<file path="src/rtl/core/order_crossover_engine_unit_assert.svh">
// assertion macros for the order crossover engine
`ifndef ORDER_CROSSOVER_ENGINE_UNIT_ASSERT_SVH
`define ORDER_CROSSOVER_ENGINE_UNIT_ASSERT_SVH

// same-cycle implication, checked on every rising clock edge out of reset
`define OCX_ASSERT_NOW(label, clk, rstn, ante, cons) \
  label: assert property (@(posedge clk) disable iff (!(rstn)) (ante) |-> (cons)) \
    else $error("order crossover check failed");

// next-cycle implication
`define OCX_ASSERT_NEXT(label, clk, rstn, ante, cons) \
  label: assert property (@(posedge clk) disable iff (!(rstn)) (ante) |=> (cons)) \
    else $error("order crossover check failed");

`endif

</file>
<file path="src/rtl/core/ocx_pkg.sv">
// shared types and constants of the order crossover engine
`timescale 1ns / 1ps
package ocx_pkg;

  localparam int POS_W = 5;
  localparam int TOK_W = 16;
  localparam int LEN_W = 6;
  localparam logic [LEN_W-1:0] LEN_RESET = 6'd32;

  typedef enum logic [1:0] {
    CMD_LOAD = 2'd0,
    CMD_SWAP = 2'd1,
    CMD_RUN  = 2'd2
  } cmd_e;

  typedef struct packed {
    logic [1:0]       command;
    logic [POS_W-1:0] position;
    logic [TOK_W-1:0] first_token;
    logic [TOK_W-1:0] second_token;
    logic [POS_W-1:0] cut_first;
    logic [POS_W-1:0] cut_second;
  } req_t;

  typedef struct packed {
    logic [POS_W-1:0] child_position;
    logic [TOK_W-1:0] child_token;
    logic             last;
    logic             error;
  } rsp_t;

  typedef enum logic [4:0] {
    ST_IDLE, ST_LOAD, ST_SW_RD0, ST_SW_RD1, ST_SW_WR0, ST_SW_WR1,
    ST_CNT, ST_CNT_END, ST_BUDGET, ST_MK_RD, ST_MK_CHK, ST_MK_UPD,
    ST_SC_INIT, ST_SC_RD, ST_SC_CHK, ST_SC_DEC, ST_EM, ST_EM_END
  } state_e;

  typedef struct packed {
    logic capture;
    logic load_wr;
    logic swap_rd_a;
    logic swap_rd_b;
    logic swap_wr_a;
    logic swap_wr_b;
    logic cnt_rd;
    logic budget_set;
    logic mark_rd;
    logic mark_chk;
    logic mark_upd;
    logic scan_init;
    logic scan_rd;
    logic scan_chk;
    logic scan_dec;
    logic emit_rd;
  } ctrl_t;

  typedef struct packed {
    logic cnt_last;
    logic mark_last;
    logic fill_none;
    logic fill_done;
    logic fill_last;
    logic emit_last;
  } stat_t;

endpackage

</file>
<file path="src/rtl/core/ocx_controller.sv">
// sequencing state machine of the order crossover engine
`timescale 1ns / 1ps
module ocx_controller import ocx_pkg::*; (
  input  logic       clk_i,
  input  logic       rst_ni,
  input  logic       start_i,
  input  logic [1:0] cmd_i,
  input  stat_t      stat_i,
  output ctrl_t      ctrl_o,
  output logic       busy_o
);

  state_e state_q, state_d;

  always_ff @(posedge clk_i or negedge rst_ni) begin
    if (!rst_ni) begin
      state_q <= ST_IDLE;
    end else begin
      state_q <= state_d;
    end
  end

  always_comb begin
    state_d = state_q;
    case (state_q)
      ST_IDLE: begin
        if (start_i) begin
          case (cmd_i)
            CMD_LOAD: state_d = ST_LOAD;
            CMD_SWAP: state_d = ST_SW_RD0;
            CMD_RUN:  state_d = ST_CNT;
            default:  state_d = ST_IDLE;
          endcase
        end
      end
      ST_LOAD:    state_d = ST_IDLE;
      ST_SW_RD0:  state_d = ST_SW_RD1;
      ST_SW_RD1:  state_d = ST_SW_WR0;
      ST_SW_WR0:  state_d = ST_SW_WR1;
      ST_SW_WR1:  state_d = ST_IDLE;
      ST_CNT:     if (stat_i.cnt_last) state_d = ST_CNT_END;
      ST_CNT_END: state_d = ST_BUDGET;
      ST_BUDGET:  state_d = ST_MK_RD;
      ST_MK_RD:   state_d = ST_MK_CHK;
      ST_MK_CHK:  state_d = ST_MK_UPD;
      ST_MK_UPD:  state_d = stat_i.mark_last ? ST_SC_INIT : ST_MK_RD;
      ST_SC_INIT: state_d = stat_i.fill_none ? ST_EM : ST_SC_RD;
      ST_SC_RD:   state_d = ST_SC_CHK;
      ST_SC_CHK:  state_d = ST_SC_DEC;
      ST_SC_DEC: begin
        if (stat_i.fill_done && stat_i.fill_last) begin
          state_d = ST_EM;
        end else begin
          state_d = ST_SC_RD;
        end
      end
      ST_EM:      if (stat_i.emit_last) state_d = ST_EM_END;
      ST_EM_END:  state_d = ST_IDLE;
      default:    state_d = ST_IDLE;
    endcase
  end

  always_comb begin
    ctrl_o = '0;
    busy_o = 1'b1;
    case (state_q)
      ST_IDLE: begin
        busy_o = 1'b0;
        ctrl_o.capture = start_i;
      end
      ST_LOAD:    ctrl_o.load_wr    = 1'b1;
      ST_SW_RD0:  ctrl_o.swap_rd_a  = 1'b1;
      ST_SW_RD1:  ctrl_o.swap_rd_b  = 1'b1;
      ST_SW_WR0:  ctrl_o.swap_wr_a  = 1'b1;
      ST_SW_WR1:  ctrl_o.swap_wr_b  = 1'b1;
      ST_CNT:     ctrl_o.cnt_rd     = 1'b1;
      ST_BUDGET:  ctrl_o.budget_set = 1'b1;
      ST_MK_RD:   ctrl_o.mark_rd    = 1'b1;
      ST_MK_CHK:  ctrl_o.mark_chk   = 1'b1;
      ST_MK_UPD:  ctrl_o.mark_upd   = 1'b1;
      ST_SC_INIT: ctrl_o.scan_init  = 1'b1;
      ST_SC_RD:   ctrl_o.scan_rd    = 1'b1;
      ST_SC_CHK:  ctrl_o.scan_chk   = 1'b1;
      ST_SC_DEC:  ctrl_o.scan_dec   = 1'b1;
      ST_EM:      ctrl_o.emit_rd    = 1'b1;
      default:    ctrl_o = '0;
    endcase
  end

endmodule

</file>
<file path="src/rtl/core/ocx_datapath.sv">
// parent, child and used-token storage with the scan datapath
`timescale 1ns / 1ps
module ocx_datapath import ocx_pkg::*; #(
  parameter int MAX_GENES  = 32,
  parameter int TOKEN_BITS = 16
) (
  input  logic             clk_i,
  input  logic             rst_ni,
  input  req_t             req_i,
  input  logic [LEN_W-1:0] len_cfg_i,
  input  ctrl_t            ctrl_i,
  output stat_t            stat_o,
  output logic             result_valid_o,
  output rsp_t             rsp_o
);

  localparam int IW = (MAX_GENES > 1) ? $clog2(MAX_GENES) : 1;
  localparam int CW = $clog2(MAX_GENES + 1);
  localparam int TW = TOKEN_BITS;

  // captured request
  logic [CW-1:0] len_q;
  logic [IW-1:0] lo_q, hi_q, pos_q, posb_q;
  logic          pos_ok_q, swap_ok_q;
  logic [TW-1:0] tok_a_q, tok_b_q;

  logic [31:0]   len_raw, len32, lenm1, ca32, cb32;
  logic [CW-1:0] len_c;

  assign len_raw = 32'(len_cfg_i);

  always_comb begin
    if (len_raw < 32'd2) begin
      len_c = CW'(2);
    end else if (len_raw > 32'(MAX_GENES)) begin
      len_c = CW'(MAX_GENES);
    end else begin
      len_c = CW'(len_raw);
    end
    len32 = 32'(len_c);
    lenm1 = len32 - 32'd1;
    ca32  = (32'(req_i.cut_first) > lenm1) ? lenm1 : 32'(req_i.cut_first);
    cb32  = (32'(req_i.cut_second) > lenm1) ? lenm1 : 32'(req_i.cut_second);
  end

  always_ff @(posedge clk_i) begin
    if (ctrl_i.capture) begin
      len_q     <= len_c;
      lo_q      <= IW'((ca32 < cb32) ? ca32 : cb32);
      hi_q      <= IW'((ca32 < cb32) ? cb32 : ca32);
      pos_q     <= IW'(32'(req_i.position));
      posb_q    <= IW'(32'(req_i.cut_first));
      pos_ok_q  <= 32'(req_i.position) < 32'(MAX_GENES);
      swap_ok_q <= (32'(req_i.position) < 32'(MAX_GENES)) &&
                   (32'(req_i.cut_first) < 32'(MAX_GENES));
      tok_a_q   <= TW'(32'(req_i.first_token));
      tok_b_q   <= TW'(32'(req_i.second_token));
    end
  end

  // memories
  logic [TW-1:0] fp_mem [MAX_GENES];
  logic [TW-1:0] sp_mem [MAX_GENES];
  logic [TW:0]   ch_mem [MAX_GENES];
  logic [TW-1:0] fp_rd_q, sp_rd_q;
  logic [TW:0]   ch_rd_q;

  logic          fp_we, fp_re, sp_re, ch_we;
  logic [IW-1:0] fp_wa, fp_ra, sp_ra, ch_wa;
  logic [TW-1:0] fp_wd;
  logic [TW:0]   ch_wd;

  // sequencing registers
  logic [IW-1:0] k_q, ptr_q, fill_pos_q;
  logic [CW-1:0] fa_q, fb_q, budget_q, used_cnt_q, tries_q, fill_left_q;
  logic          cnt_v_q, hit_q, ev_q, elast_q;
  logic [IW-1:0] epos_q;
  logic [TW-1:0] tok_q;
  logic [TW-1:0] used_q [MAX_GENES];

  logic [TW-1:0] cmp_tok;
  logic          hit_d;
  logic [31:0]   blk_len;
  logic [IW-1:0] scan_start, ptr_nx, fill_nx;
  logic          zero_take, take, fail, fill_done, ins_ok;

  assign blk_len    = 32'(hi_q) - 32'(lo_q) + 32'd1;
  assign scan_start = (32'(hi_q) + 32'd1 == 32'(len_q)) ? '0 : IW'(32'(hi_q) + 32'd1);
  assign ptr_nx     = (32'(ptr_q) + 32'd1 == 32'(len_q)) ? '0 : IW'(32'(ptr_q) + 32'd1);
  assign fill_nx    = (32'(fill_pos_q) + 32'd1 == 32'(len_q)) ? '0 :
                      IW'(32'(fill_pos_q) + 32'd1);

  // free tokens bypass the used set while budget lasts
  assign zero_take = (tok_q == '0) && (budget_q != '0);
  assign take      = zero_take || !hit_q;
  assign fail      = !take && (32'(tries_q) + 32'd1 == 32'(len_q));
  assign fill_done = ctrl_i.scan_dec && (take || fail);
  assign ins_ok    = 32'(used_cnt_q) < 32'(MAX_GENES);

  // read and write port selection
  always_comb begin
    fp_we = 1'b0;
    fp_wa = pos_q;
    fp_wd = tok_a_q;
    if (ctrl_i.load_wr && pos_ok_q) begin
      fp_we = 1'b1;
    end else if (ctrl_i.swap_wr_a && swap_ok_q) begin
      fp_we = 1'b1;
      fp_wd = fp_rd_q;
    end else if (ctrl_i.swap_wr_b && swap_ok_q) begin
      fp_we = 1'b1;
      fp_wa = posb_q;
      fp_wd = tok_q;
    end
    fp_re = ctrl_i.swap_rd_a || ctrl_i.swap_rd_b || ctrl_i.cnt_rd || ctrl_i.mark_rd;
    fp_ra = ctrl_i.swap_rd_a ? pos_q : (ctrl_i.swap_rd_b ? posb_q : k_q);
    sp_re = ctrl_i.cnt_rd || ctrl_i.scan_rd;
    sp_ra = ctrl_i.scan_rd ? ptr_q : k_q;
    ch_we = ctrl_i.mark_chk || fill_done;
    ch_wa = ctrl_i.mark_chk ? k_q : fill_pos_q;
    if (ctrl_i.mark_chk) begin
      ch_wd = {1'b0, fp_rd_q};
    end else if (fail) begin
      ch_wd = {1'b1, {TW{1'b0}}};
    end else begin
      ch_wd = {1'b0, tok_q};
    end
  end

  always_ff @(posedge clk_i) begin
    if (fp_we) fp_mem[fp_wa] <= fp_wd;
    if (fp_re) fp_rd_q <= fp_mem[fp_ra];
  end

  always_ff @(posedge clk_i) begin
    if (ctrl_i.load_wr && pos_ok_q) sp_mem[pos_q] <= tok_b_q;
    if (sp_re) sp_rd_q <= sp_mem[sp_ra];
  end

  always_ff @(posedge clk_i) begin
    if (ch_we) ch_mem[ch_wa] <= ch_wd;
    if (ctrl_i.emit_rd) ch_rd_q <= ch_mem[k_q];
  end

  // used-set lookup, one compare per lane
  assign cmp_tok = ctrl_i.mark_chk ? fp_rd_q : sp_rd_q;

  always_comb begin
    hit_d = 1'b0;
    for (int j = 0; j < MAX_GENES; j++) begin
      if ((CW'(j) < used_cnt_q) && (used_q[j] == cmp_tok)) hit_d = 1'b1;
    end
  end

  always_ff @(posedge clk_i) begin
    if (ctrl_i.swap_rd_b) tok_q <= fp_rd_q;
    if (ctrl_i.mark_chk || ctrl_i.scan_chk) begin
      tok_q <= cmp_tok;
      hit_q <= hit_d;
    end
    if (((ctrl_i.mark_upd && !hit_q) || (fill_done && take && !zero_take)) && ins_ok) begin
      used_q[used_cnt_q[IW-1:0]] <= tok_q;
    end
  end

  always_ff @(posedge clk_i or negedge rst_ni) begin
    if (!rst_ni) begin
      k_q         <= '0;
      ptr_q       <= '0;
      fill_pos_q  <= '0;
      fa_q        <= '0;
      fb_q        <= '0;
      budget_q    <= '0;
      used_cnt_q  <= '0;
      tries_q     <= '0;
      fill_left_q <= '0;
      cnt_v_q     <= 1'b0;
      ev_q        <= 1'b0;
      elast_q     <= 1'b0;
      epos_q      <= '0;
    end else begin
      cnt_v_q <= ctrl_i.cnt_rd;
      ev_q    <= ctrl_i.emit_rd;
      if (ctrl_i.capture) begin
        k_q  <= '0;
        fa_q <= '0;
        fb_q <= '0;
      end
      if (ctrl_i.cnt_rd) k_q <= k_q + IW'(1);
      // zero counts follow the registered read in the next cycle
      if (cnt_v_q) begin
        if (fp_rd_q == '0) fa_q <= fa_q + CW'(1);
        if (sp_rd_q == '0) fb_q <= fb_q + CW'(1);
      end
      if (ctrl_i.budget_set) begin
        budget_q   <= (fa_q > fb_q) ? fa_q : fb_q;
        used_cnt_q <= '0;
        k_q        <= lo_q;
      end
      if (ctrl_i.mark_upd) begin
        k_q <= k_q + IW'(1);
        if (!hit_q && ins_ok) used_cnt_q <= used_cnt_q + CW'(1);
      end
      if (ctrl_i.scan_init) begin
        ptr_q       <= scan_start;
        fill_pos_q  <= scan_start;
        fill_left_q <= CW'(32'(len_q) - blk_len);
        tries_q     <= '0;
        k_q         <= '0;
      end
      if (ctrl_i.scan_rd) ptr_q <= ptr_nx;
      if (ctrl_i.scan_dec) begin
        if (fill_done) begin
          tries_q     <= '0;
          fill_left_q <= fill_left_q - CW'(1);
          fill_pos_q  <= fill_nx;
          if (zero_take) begin
            budget_q <= budget_q - CW'(1);
          end else if (take && ins_ok) begin
            used_cnt_q <= used_cnt_q + CW'(1);
          end
        end else begin
          tries_q <= tries_q + CW'(1);
        end
      end
      if (ctrl_i.emit_rd) begin
        k_q     <= k_q + IW'(1);
        epos_q  <= k_q;
        elast_q <= 32'(k_q) + 32'd1 == 32'(len_q);
      end
    end
  end

  assign stat_o.cnt_last  = 32'(k_q) + 32'd1 == 32'(len_q);
  assign stat_o.mark_last = k_q == hi_q;
  assign stat_o.fill_none = blk_len == 32'(len_q);
  assign stat_o.fill_done = fill_done;
  assign stat_o.fill_last = fill_left_q == CW'(1);
  assign stat_o.emit_last = 32'(k_q) + 32'd1 == 32'(len_q);

  assign result_valid_o       = ev_q;
  assign rsp_o.child_position = POS_W'(32'(epos_q));
  assign rsp_o.child_token    = TOK_W'(32'(ch_rd_q[TW-1:0]));
  assign rsp_o.last           = elast_q;
  assign rsp_o.error          = ch_rd_q[TW];

endmodule

</file>
<file path="src/rtl/core/order_crossover_engine_unit.sv">
// top level of the order crossover engine
//
// channel   direction  handshake                       payload
// request   in         start && !busy                  req_i   (req_t)
// result    out        result_valid_o, one cycle each  rsp_o   (rsp_t)
// config    in         psel && penable && pwrite       pwdata  (length_in_use at 0x0)
//
// a load writes both parents at once; a swap steps through read, read, write, write
// a run walks the count, mark, scan and emit phases; the scan loops through a
// second-parent read, a used-set compare and a decide step for each try of the
// circular scan, and results come out in the emit phase
// results leave one per cycle, position 0 first, and cannot be stalled
// reset clears the sequencer and counters; parent storage is undefined until loaded
`timescale 1ns / 1ps
`include "order_crossover_engine_unit_assert.svh"
module order_crossover_engine_unit import ocx_pkg::*; #(
  parameter int MAX_GENES  = 32,
  parameter int TOKEN_BITS = 16
) (
  input  logic        clk_i,
  input  logic        rst_ni,
  input  logic        start,
  output logic        busy,
  input  req_t        req_i,
  output logic        result_valid_o,
  output rsp_t        rsp_o,
  input  logic        psel,
  input  logic        penable,
  input  logic        pwrite,
  input  logic [2:0]  paddr,
  input  logic [31:0] pwdata,
  output logic [31:0] prdata,
  output logic        pready
);

  // length register, one word at byte address zero
  logic [LEN_W-1:0] len_cfg_q;

  always_ff @(posedge clk_i or negedge rst_ni) begin
    if (!rst_ni) begin
      len_cfg_q <= LEN_RESET;
    end else if (psel && penable && pwrite && !paddr[2]) begin
      len_cfg_q <= pwdata[LEN_W-1:0];
    end
  end

  assign pready = 1'b1;
  assign prdata = paddr[2] ? 32'd0 : 32'(len_cfg_q);

  ctrl_t ctrl;
  stat_t stat;

  // sequencer: walks load, swap and the count, mark, scan and emit phases of a run
  ocx_controller u_ctrl (
    .clk_i  (clk_i),
    .rst_ni (rst_ni),
    .start_i(start),
    .cmd_i  (req_i.command),
    .stat_i (stat),
    .ctrl_o (ctrl),
    .busy_o (busy)
  );

  // storage, used-set lanes and result register
  ocx_datapath #(
    .MAX_GENES (MAX_GENES),
    .TOKEN_BITS(TOKEN_BITS)
  ) u_dp (
    .clk_i         (clk_i),
    .rst_ni        (rst_ni),
    .req_i         (req_i),
    .len_cfg_i     (len_cfg_q),
    .ctrl_i        (ctrl),
    .stat_o        (stat),
    .result_valid_o(result_valid_o),
    .rsp_o         (rsp_o)
  );

  // results only appear while a run is in progress
  `OCX_ASSERT_NOW(a_result_busy, clk_i, rst_ni, result_valid_o, busy)
  // a known request keeps the block busy the cycle after
  `OCX_ASSERT_NEXT(a_accept_busy, clk_i, rst_ni,
    start && !busy && (req_i.command == CMD_LOAD || req_i.command == CMD_SWAP ||
    req_i.command == CMD_RUN), busy)
  // nothing follows the last result of a run
  `OCX_ASSERT_NEXT(a_last_ends, clk_i, rst_ni, result_valid_o && rsp_o.last,
    !result_valid_o)

endmodule

</file>
<file path="config.mk">
export PLATFORM = sky130hd
export DESIGN_NAME = order_crossover_engine_unit
export DESIGN_NICKNAME = d
export VERILOG_FILES = /design/src/rtl/core/ocx_pkg.sv /design/src/rtl/core/ocx_controller.sv /design/src/rtl/core/ocx_datapath.sv /design/src/rtl/core/order_crossover_engine_unit.sv
export VERILOG_INCLUDE_DIRS = /design/src /design/src/rtl/core
export SDC_FILE = /design/constraint.sdc
export NUM_CORES = 2
export LEC_CHECK = 0
export BUFFER_PORTS_ARGS = -buffer_cell sky130_fd_sc_hd__buf_4
export CORE_MARGIN = 4
export CORE_UTILIZATION = 46
export CTS_CLUSTER_SIZE = 28
export DETAILED_ROUTE_END_ITERATION = 12
export SLEW_MARGIN = 20
export SYNTH_ARGS = -nofsm -noshare
export SYNTH_HDL_FRONTEND = slang
export SYNTH_SLANG_ARGS = --single-unit
</file>
<file path="constraint.sdc">
create_clock -name clk_i -period 6.4 [get_ports clk_i]
set_clock_uncertainty 0.05 [all_clocks]
set_input_delay 0.96 -clock clk_i [delete_from_list [all_inputs] [get_ports clk_i]]
set_output_delay 0.96 -clock clk_i [all_outputs]
set_load 0.1 [all_outputs]
</file>
## Word level (Yosys, flattened, before mapping)

Memories as Yosys holds them, arrays and structs flattened. A register that Yosys moved wholly into a read port is not among the register bits.
Index checks and enable logic that the tools add are counted.

- Add/subtract/negate cells: 16
- Order comparisons: 39
- Equal/unequal tests: 61
- Muxes and demuxes: 97
- Reductions and logical operators: 70

Operators with widths:

| operator | number |
|---|---|
| 16-bit == test | 32 |
| 32-bit by 6-bit == test with 1-bit output | 6 |
| 6-bit 2-to-1 mux | 27 |
| 5-bit 2-to-1 mux | 28 |
| 5-bit by 6-bit < comparator with 1-bit output (first input constant) | 16 |
| 16-bit 2-to-1 mux | 6 |
| 5-bit one-hot mux with 15 select lines | 1 |
| 5-bit by 32-bit > comparator with 1-bit output | 2 |
| 32-bit 2-to-1 mux | 2 |
| 16-bit logical NOT | 3 |
| 4-bit by 6-bit < comparator with 1-bit output (first input constant) | 8 |
| 1-bit logical AND | 45 |
| 5-bit by 4-bit == test with 1-bit output (second input constant) | 8 |
| 17-bit 2-to-1 mux | 2 |
| 32-bit by 1-bit adder with 32-bit output (second input constant) | 1 |
| 32-bit < comparator | 1 |
| 31-bit OR reduction | 1 |
| 1-bit 2-to-1 mux | 29 |
| 5-bit by 1-bit adder with 6-bit output (second input constant) | 4 |
| 6-bit by 1-bit adder with 6-bit output (second input constant) | 4 |
| 3-bit by 6-bit < comparator with 1-bit output (first input constant) | 4 |
| 5-bit by 3-bit == test with 1-bit output (second input constant) | 4 |
| 1-bit by 6-bit < comparator with 1-bit output (first input constant) | 2 |
| 2-bit by 6-bit < comparator with 1-bit output (first input constant) | 2 |
| other kinds (27) | 45 |

- Register bits: 145
- Bits in writable memories: 2,080
- Output and inout port bits: 58
- Memories kept: 4

Memories:

| name | words | width | rd ports | clocked after memory_dff | write ports | line | text |
|---|---|---|---|---|---|---|---|
| u_dp.ch_mem | 32 | 17 | 1 | 1 | 1 | ocx_datapath.sv:64 | `logic [TW:0] ch_mem [MAX_GENES];` |
| u_dp.fp_mem | 32 | 16 | 1 | 1 | 1 | ocx_datapath.sv:62 | `logic [TW-1:0] fp_mem [MAX_GENES];` |
| u_dp.sp_mem | 32 | 16 | 1 | 1 | 1 | ocx_datapath.sv:63 | `logic [TW-1:0] sp_mem [MAX_GENES];` |
| u_dp.used_q | 32 | 16 | 32 | 0 | 1 | ocx_datapath.sv:79 | `logic [TW-1:0] used_q [MAX_GENES];` |

## Longest topological paths before layout

- Depth in word-level cells: 13
- Gate-level depth with buffers: 20

## By module

From an unflattened synthesis, not the netlist that was laid out.

- Cell total of the unflattened synthesis: 5,132
- Area, all modules: 93,713.6 um^2

By module, submodules not included:

| module | times used | cells an instance | area an instance (um^2) | seq. area each (um^2) |
|---|---|---|---|---|
| ocx_datapath | 1 | 5,004 | 92,560.0 | 67,659.9 |
| ocx_controller | 1 | 80 | 648.1 | 125.1 |
| order_crossover_engine_unit | 1 | 48 | 505.5 | 151.4 |

## Worst setup path after synthesis

No wires, ideal clock.

- Path type: register -> register
- Start: register len_cfg_q[4]
- End: register u_dp.hi_q[0], data pin
- Data arrival time: 4,476 ps
- Required time: 6,079 ps
- Slack: 1,602 ps
- Cell stages (with the launch flop): 17
- Path buffers: 2
- Period minus slack after synthesis: 4,798 ps
- Cells stage by stage: dfrtp_1 > or3_1 > o21ai_0 > ha_1 > or3b_2 > xnor2_1 > inv_1 > ha_1 > o21a_1 > o21ai_0 > mux2_2 > ha_1 > a21oi_1 > o221a_2 > buf_2 > buf_1 > o211ai_1

- Cells in the longest elaborated chain, start to end: 8

RTL lines:

| item | line | text |
|---|---|---|
| start, declared | order_crossover_engine_unit.sv:37 | `logic [LEN_W-1:0] len_cfg_q;` |
| start signal, assigned | order_crossover_engine_unit.sv:43 | `len_cfg_q <= pwdata[LEN_W-1:0];` |
| 6-bit > comparator | ocx_datapath.sv:35 | `end else if (len_raw > 32'(MAX_GENES)) begin` |
| 6-bit 2-to-1 mux | ocx_datapath.sv:35 |  |
| 6-bit 2-to-1 mux (*) | ocx_datapath.sv:33 | `if (len_raw < 32'd2) begin` |
| 6-bit by 1-bit subtractor with 7-bit output (*) | ocx_datapath.sv:41 | `lenm1 = len32 - 32'd1;` |
| 5-bit by 32-bit > comparator with 1-bit output, on equally long branches | ocx_datapath.sv:42, ocx_datapath.sv:43 |  |
| 32-bit 2-to-1 mux, on equally long branches | ocx_datapath.sv:42, ocx_datapath.sv:43 |  |
| 32-bit < comparator | ocx_datapath.sv:50 | `hi_q <= IW'((ca32 < cb32) ? cb32 : ca32);` |
| 5-bit 2-to-1 mux (*) | ocx_datapath.sv:50 |  |
| end signal, assigned | ocx_datapath.sv:50 |  |
| end, declared | ocx_datapath.sv:23 | `logic [IW-1:0] lo_q, hi_q, pos_q, posb_q;` |

Mark *: on every way between the ends. The rest lies on a longest branch, timed or not.
A chain may end at the register's enable or synchronous reset.

## Worst setup path in the final report

- Start: register len_cfg_q[4]
- End: register u_dp.lo_q[0], data pin

- Cells in the longest elaborated chain, start to end: 8

RTL lines:

| item | line | text |
|---|---|---|
| 6-bit > comparator | ocx_datapath.sv:35 |  |
| 6-bit 2-to-1 mux | ocx_datapath.sv:35 |  |
| 6-bit 2-to-1 mux (*) | ocx_datapath.sv:33 |  |
| 6-bit by 1-bit subtractor with 7-bit output (*) | ocx_datapath.sv:41 |  |
| 5-bit by 32-bit > comparator with 1-bit output, on equally long branches | ocx_datapath.sv:42, ocx_datapath.sv:43 |  |
| 32-bit 2-to-1 mux, on equally long branches | ocx_datapath.sv:42, ocx_datapath.sv:43 |  |
| 32-bit < comparator | ocx_datapath.sv:49 | `lo_q <= IW'((ca32 < cb32) ? ca32 : cb32);` |
| 5-bit 2-to-1 mux (*) | ocx_datapath.sv:49 |  |
| end signal, assigned | ocx_datapath.sv:49 |  |
| end, declared | ocx_datapath.sv:23 |  |

Marks and branches as above.

==> reports/metrics.cfg <==
[cts]
h-tree-depth=4
cts-resized-gates=0
cts_made_buffers=228
clockBufferDepth=3
setup_repair_bufs_after_cts=0
numClockSinks=2274
clock_insertion_delay_worst_skew_ns=0.89
clockRootBuffer=clkbuf_16
cts.reportedPaths.clkPinSlew_ns=0.06
tritoncts=done

[yosys]
synth_edf_count=2204
postSynth.topFlopCell=edfxtp_1
async_reset_ff_frac=0.0308
synth_largest_area_cell=edfxtp_1
post_synth_instance_area_um2=94300
syn-instance-count=5453
synth_cell_type_count=84
synth.top_cell.area_share=0.702
seq_area_frac_synth=0.720
synth.yosys.warnings=0
yosys_register_bits=2274
synthesis.area_per_instance_um2=17.3
synth_top_cells_by_area=edfxtp_1, mux4_2, xnor2_1

[grt]
track_usage=0.231
first_pass_grt_wire_length_um=358000
grt_util_met3=0.0344
globalRoute.busiestLayer=met2
grtUsageMet1=0.330
first_global_vias=51100
antenna_violations_before_repair=10
grt_start_max_net_pins=141
gr-total-overflow=0
gr-usage-met2=0.368

[power]
leakage_power_of_the_design_uw=0.0350
report.power.total_uw=47100
share_clk_of_total_power=0.289
pwr_density_cell_nw_per_um2=437
p_sw_uw=15600
power.sequential.fraction=0.399
ir_drop_mv=0.320
p_sw_frac=0.331
power_share_of_the_combinational_group=0.312
cell_internal_pwr_uw=31500

[worst_setup_path]
timing.critical_path.arrival_ns=6.00
timing.critical_path.from=len_cfg_q[4]$_DFFE_PN0P_
timing.reg2reg.setup_slack_ns=0.93
required_ns=6.94
ff2ff_path_depth=17
setup.worst_path.end_class=flip-flop
start_kind=flip-flop
reg2reg_from=len_cfg_q[4]$_DFFE_PN0P_
cp_max_fo=20
path_class=flip-flop to flip-flop
critical_path.reg2reg.endpoint=u_dp.lo_q[0]$_DFFE_PP_

[detailed_routing]
vias_per_cell=5.95
drt-pass1-iter-count=6
post-route-drc-count=0
dr_total_vias=51600
detail-route-antenna-nets=0
post_drt_wl_per_cell_um=28.4
drt_iter0_drc=6211
routed_wirelength_um=246000

[hold_path]
hold_path_class=input port to flip-flop
worst_hold_path_endpoint=u_dp.tok_a_q[11]$_DFFE_PP_
worst_hold_path.num_cells=1
holdCritStartpoint=req_i[37]

[floorplan]
die_x_um=461
fp-row-count=165
die_y_um=461
core-area_um2=203000
effective_utilization_at_floorplan=0.464
fp.dieArea_um2=212000
ioPinCount=148

[timing]
finalSetupTns_ns=0
setup_viol=0
report.final.slew_viol_count=0
maxSlewHeadroom=0.210
final.period_utilization=0.854
rsz0062_at_grt=no
fmax_mhz=183
tightestPinTransition_ns=1.18
timing.final.crit_period_ns=5.47
finalHoldViolations=0

[place]
place_congestion=0.835
portBuffers=92
detailedPlacementHpwl_um=147000

[finish]
end_of_flow_core_utilization=0.530
layout.nets=5939
layout_commonest_cell=edfxtp_1
layout.cells.most_common_list=edfxtp_1, mux4_2, nand2_1, xnor2_1, buf_4
synthToLayoutAreaGrowth_pct=14.1
drive_gt1_frac=0.220

[flow_run]
cap_viol_max_count=0

[status]
status=finished clean

flip-flops by register name, indices dropped and copies added (netlist names), 6 cells and up:
| register | count |
|---|---|
| u_dp.budget_q | 6 |
| u_dp.ch_rd_q | 17 |
| u_dp.tok_b_q | 16 |
| u_dp.used_q | 512 |
| u_dp.sp_mem | 512 |
| u_dp.tok_a_q | 16 |
| u_dp.sp_rd_q | 16 |
| u_dp.fp_rd_q | 16 |
| u_dp.fb_q | 6 |
| len_cfg_q | 6 |
| u_dp.fa_q | 6 |
| u_dp.tries_q | 6 |
| u_dp.len_q | 6 |
| u_dp.ch_mem | 544 |
| u_dp.fp_mem | 512 |
| u_dp.tok_q | 16 |
| u_dp.fill_left_q | 6 |
| u_dp.used_cnt_q | 6 |
worst max-delay path: stages (launching register included):
cell and delay [ns]:
dfrtp_1 0.41, or3_1 0.41, o21ai_0 0.42, ha_1 0.27, or3b_2 0.46, xnor2_1 0.26, inv_1 0.12, ha_1 0.30
and3_1 0.15, a31oi_1 0.27, o21ai_0 0.30, mux2_2 0.36, inv_1 0.06, ha_1 0.33, a21oi_1 0.13, o221a_2 0.45
nor3b_1 0.11, a311o_1 0.34
cell usage after synthesis (27+ instances only):
cell type	instances
clkbuf_1	141
xnor2_1	380
mux2_2	38
a21oi_1	151
nor2b_1	27
mux4_2	426
and3_1	106
o21ai_0	98
nor3_1	50
nand2_1	397
buf_2	68
dfrtp_1	69
nor4_1	79
nor2_1	239
nand4_1	92
inv_1	66
mux2i_1	52
buf_1	47
nand3_1	192
xor2_1	83
buf_4	37
ha_1	56
edfxtp_1	2204
metrics by stage:
| step | worst slack [ns] | instances | hold WS [ns] | instance area, um2 |
|---|---|---|---|---|
| after floorplan | 1.60 | 5480 | 0.399 | 94400 |
| after global placement | 1.08 | 8216 | 0.427 | 99600 |
| after detailed placement | 1.02 | 8219 | 0.424 | 99700 |
| after CTS | 0.938 | 8648 | 0.131 | 107000 |
| after global routing | 0.569 | 8663 | 0.159 | 108000 |
| final | 0.933 | 8665 | 0.201 | 108000 |
worst max path at each step:
stage	slack [ns]	end	cells past startpoint
floorplan	1.60	u_dp.hi_q[0]$_DFFE_PP_	16
global placement	1.08	u_dp.lo_q[0]$_DFFE_PP_	16
detailed placement	1.02	u_dp.lo_q[0]$_DFFE_PP_	17
CTS	0.94	u_dp.lo_q[0]$_DFFE_PP_	17
global route	0.57	u_dp.lo_q[0]$_DFFE_PP_	17
finish	0.93	u_dp.lo_q[0]$_DFFE_PP_	17
repair_timing:
action                                  4_1_cts  5_1_grt
endpoints found under the setup margin        0        0
endpoints found under the hold margin        11        0
hold buffers                                  1        0
per-layer routing:
layer  vias to the layer above  routed length [um]
li1                      22100                   -
met1                     27000              103000
met2                      2048              118000
met3                       397               17500
met4                         2                7750
met5                         -                  17
power groups by stage:
stage | Sequential, uW | Combinational [uW] | Clock, uW
after floorplan | 18800 | 9620 | 0
after global placement | 19100 | 14500 | 0
after detailed placement | 19100 | 14700 | 0
after CTS | 18800 | 14700 | 13900
after global routing | 18800 | 15800 | 14500
final | 18800 | 14700 | 13600
cell families (layout without fill, tap and decap cells):
| group | Yosys count | count (layout) | share of synthesized area |
|---|---|---|---|
| DFF | 2274 | 2274 | 0.720 |
| AOI/OAI and AO/OA | 471 | 471 | 0.0319 |
| other | 2 | 33 | 0.0000796 |
| buffers and inverters | 365 | 874 | 0.0174 |
| muxes | 516 | 516 | 0.112 |
| xor gates and xnor gates | 464 | 464 | 0.0432 |
| and+or+nand+nor | 1303 | 1303 | 0.0677 |
| adders and majority gates | 58 | 58 | 0.00785 |
cell type report:
type | count | area (um2)
antenna | 4 | 10.0
tap | 2672 | 3340
inverter | 66 | 249
clock buffer | 282 | 5990
multi-input combinational | 2841 | 25200
clock inverter | 146 | 1720
sequential | 2274 | 68000
fill | 16100 | 95500
timing repair buffer | 380 | 3130
Power figures use the tool's default switching activity.
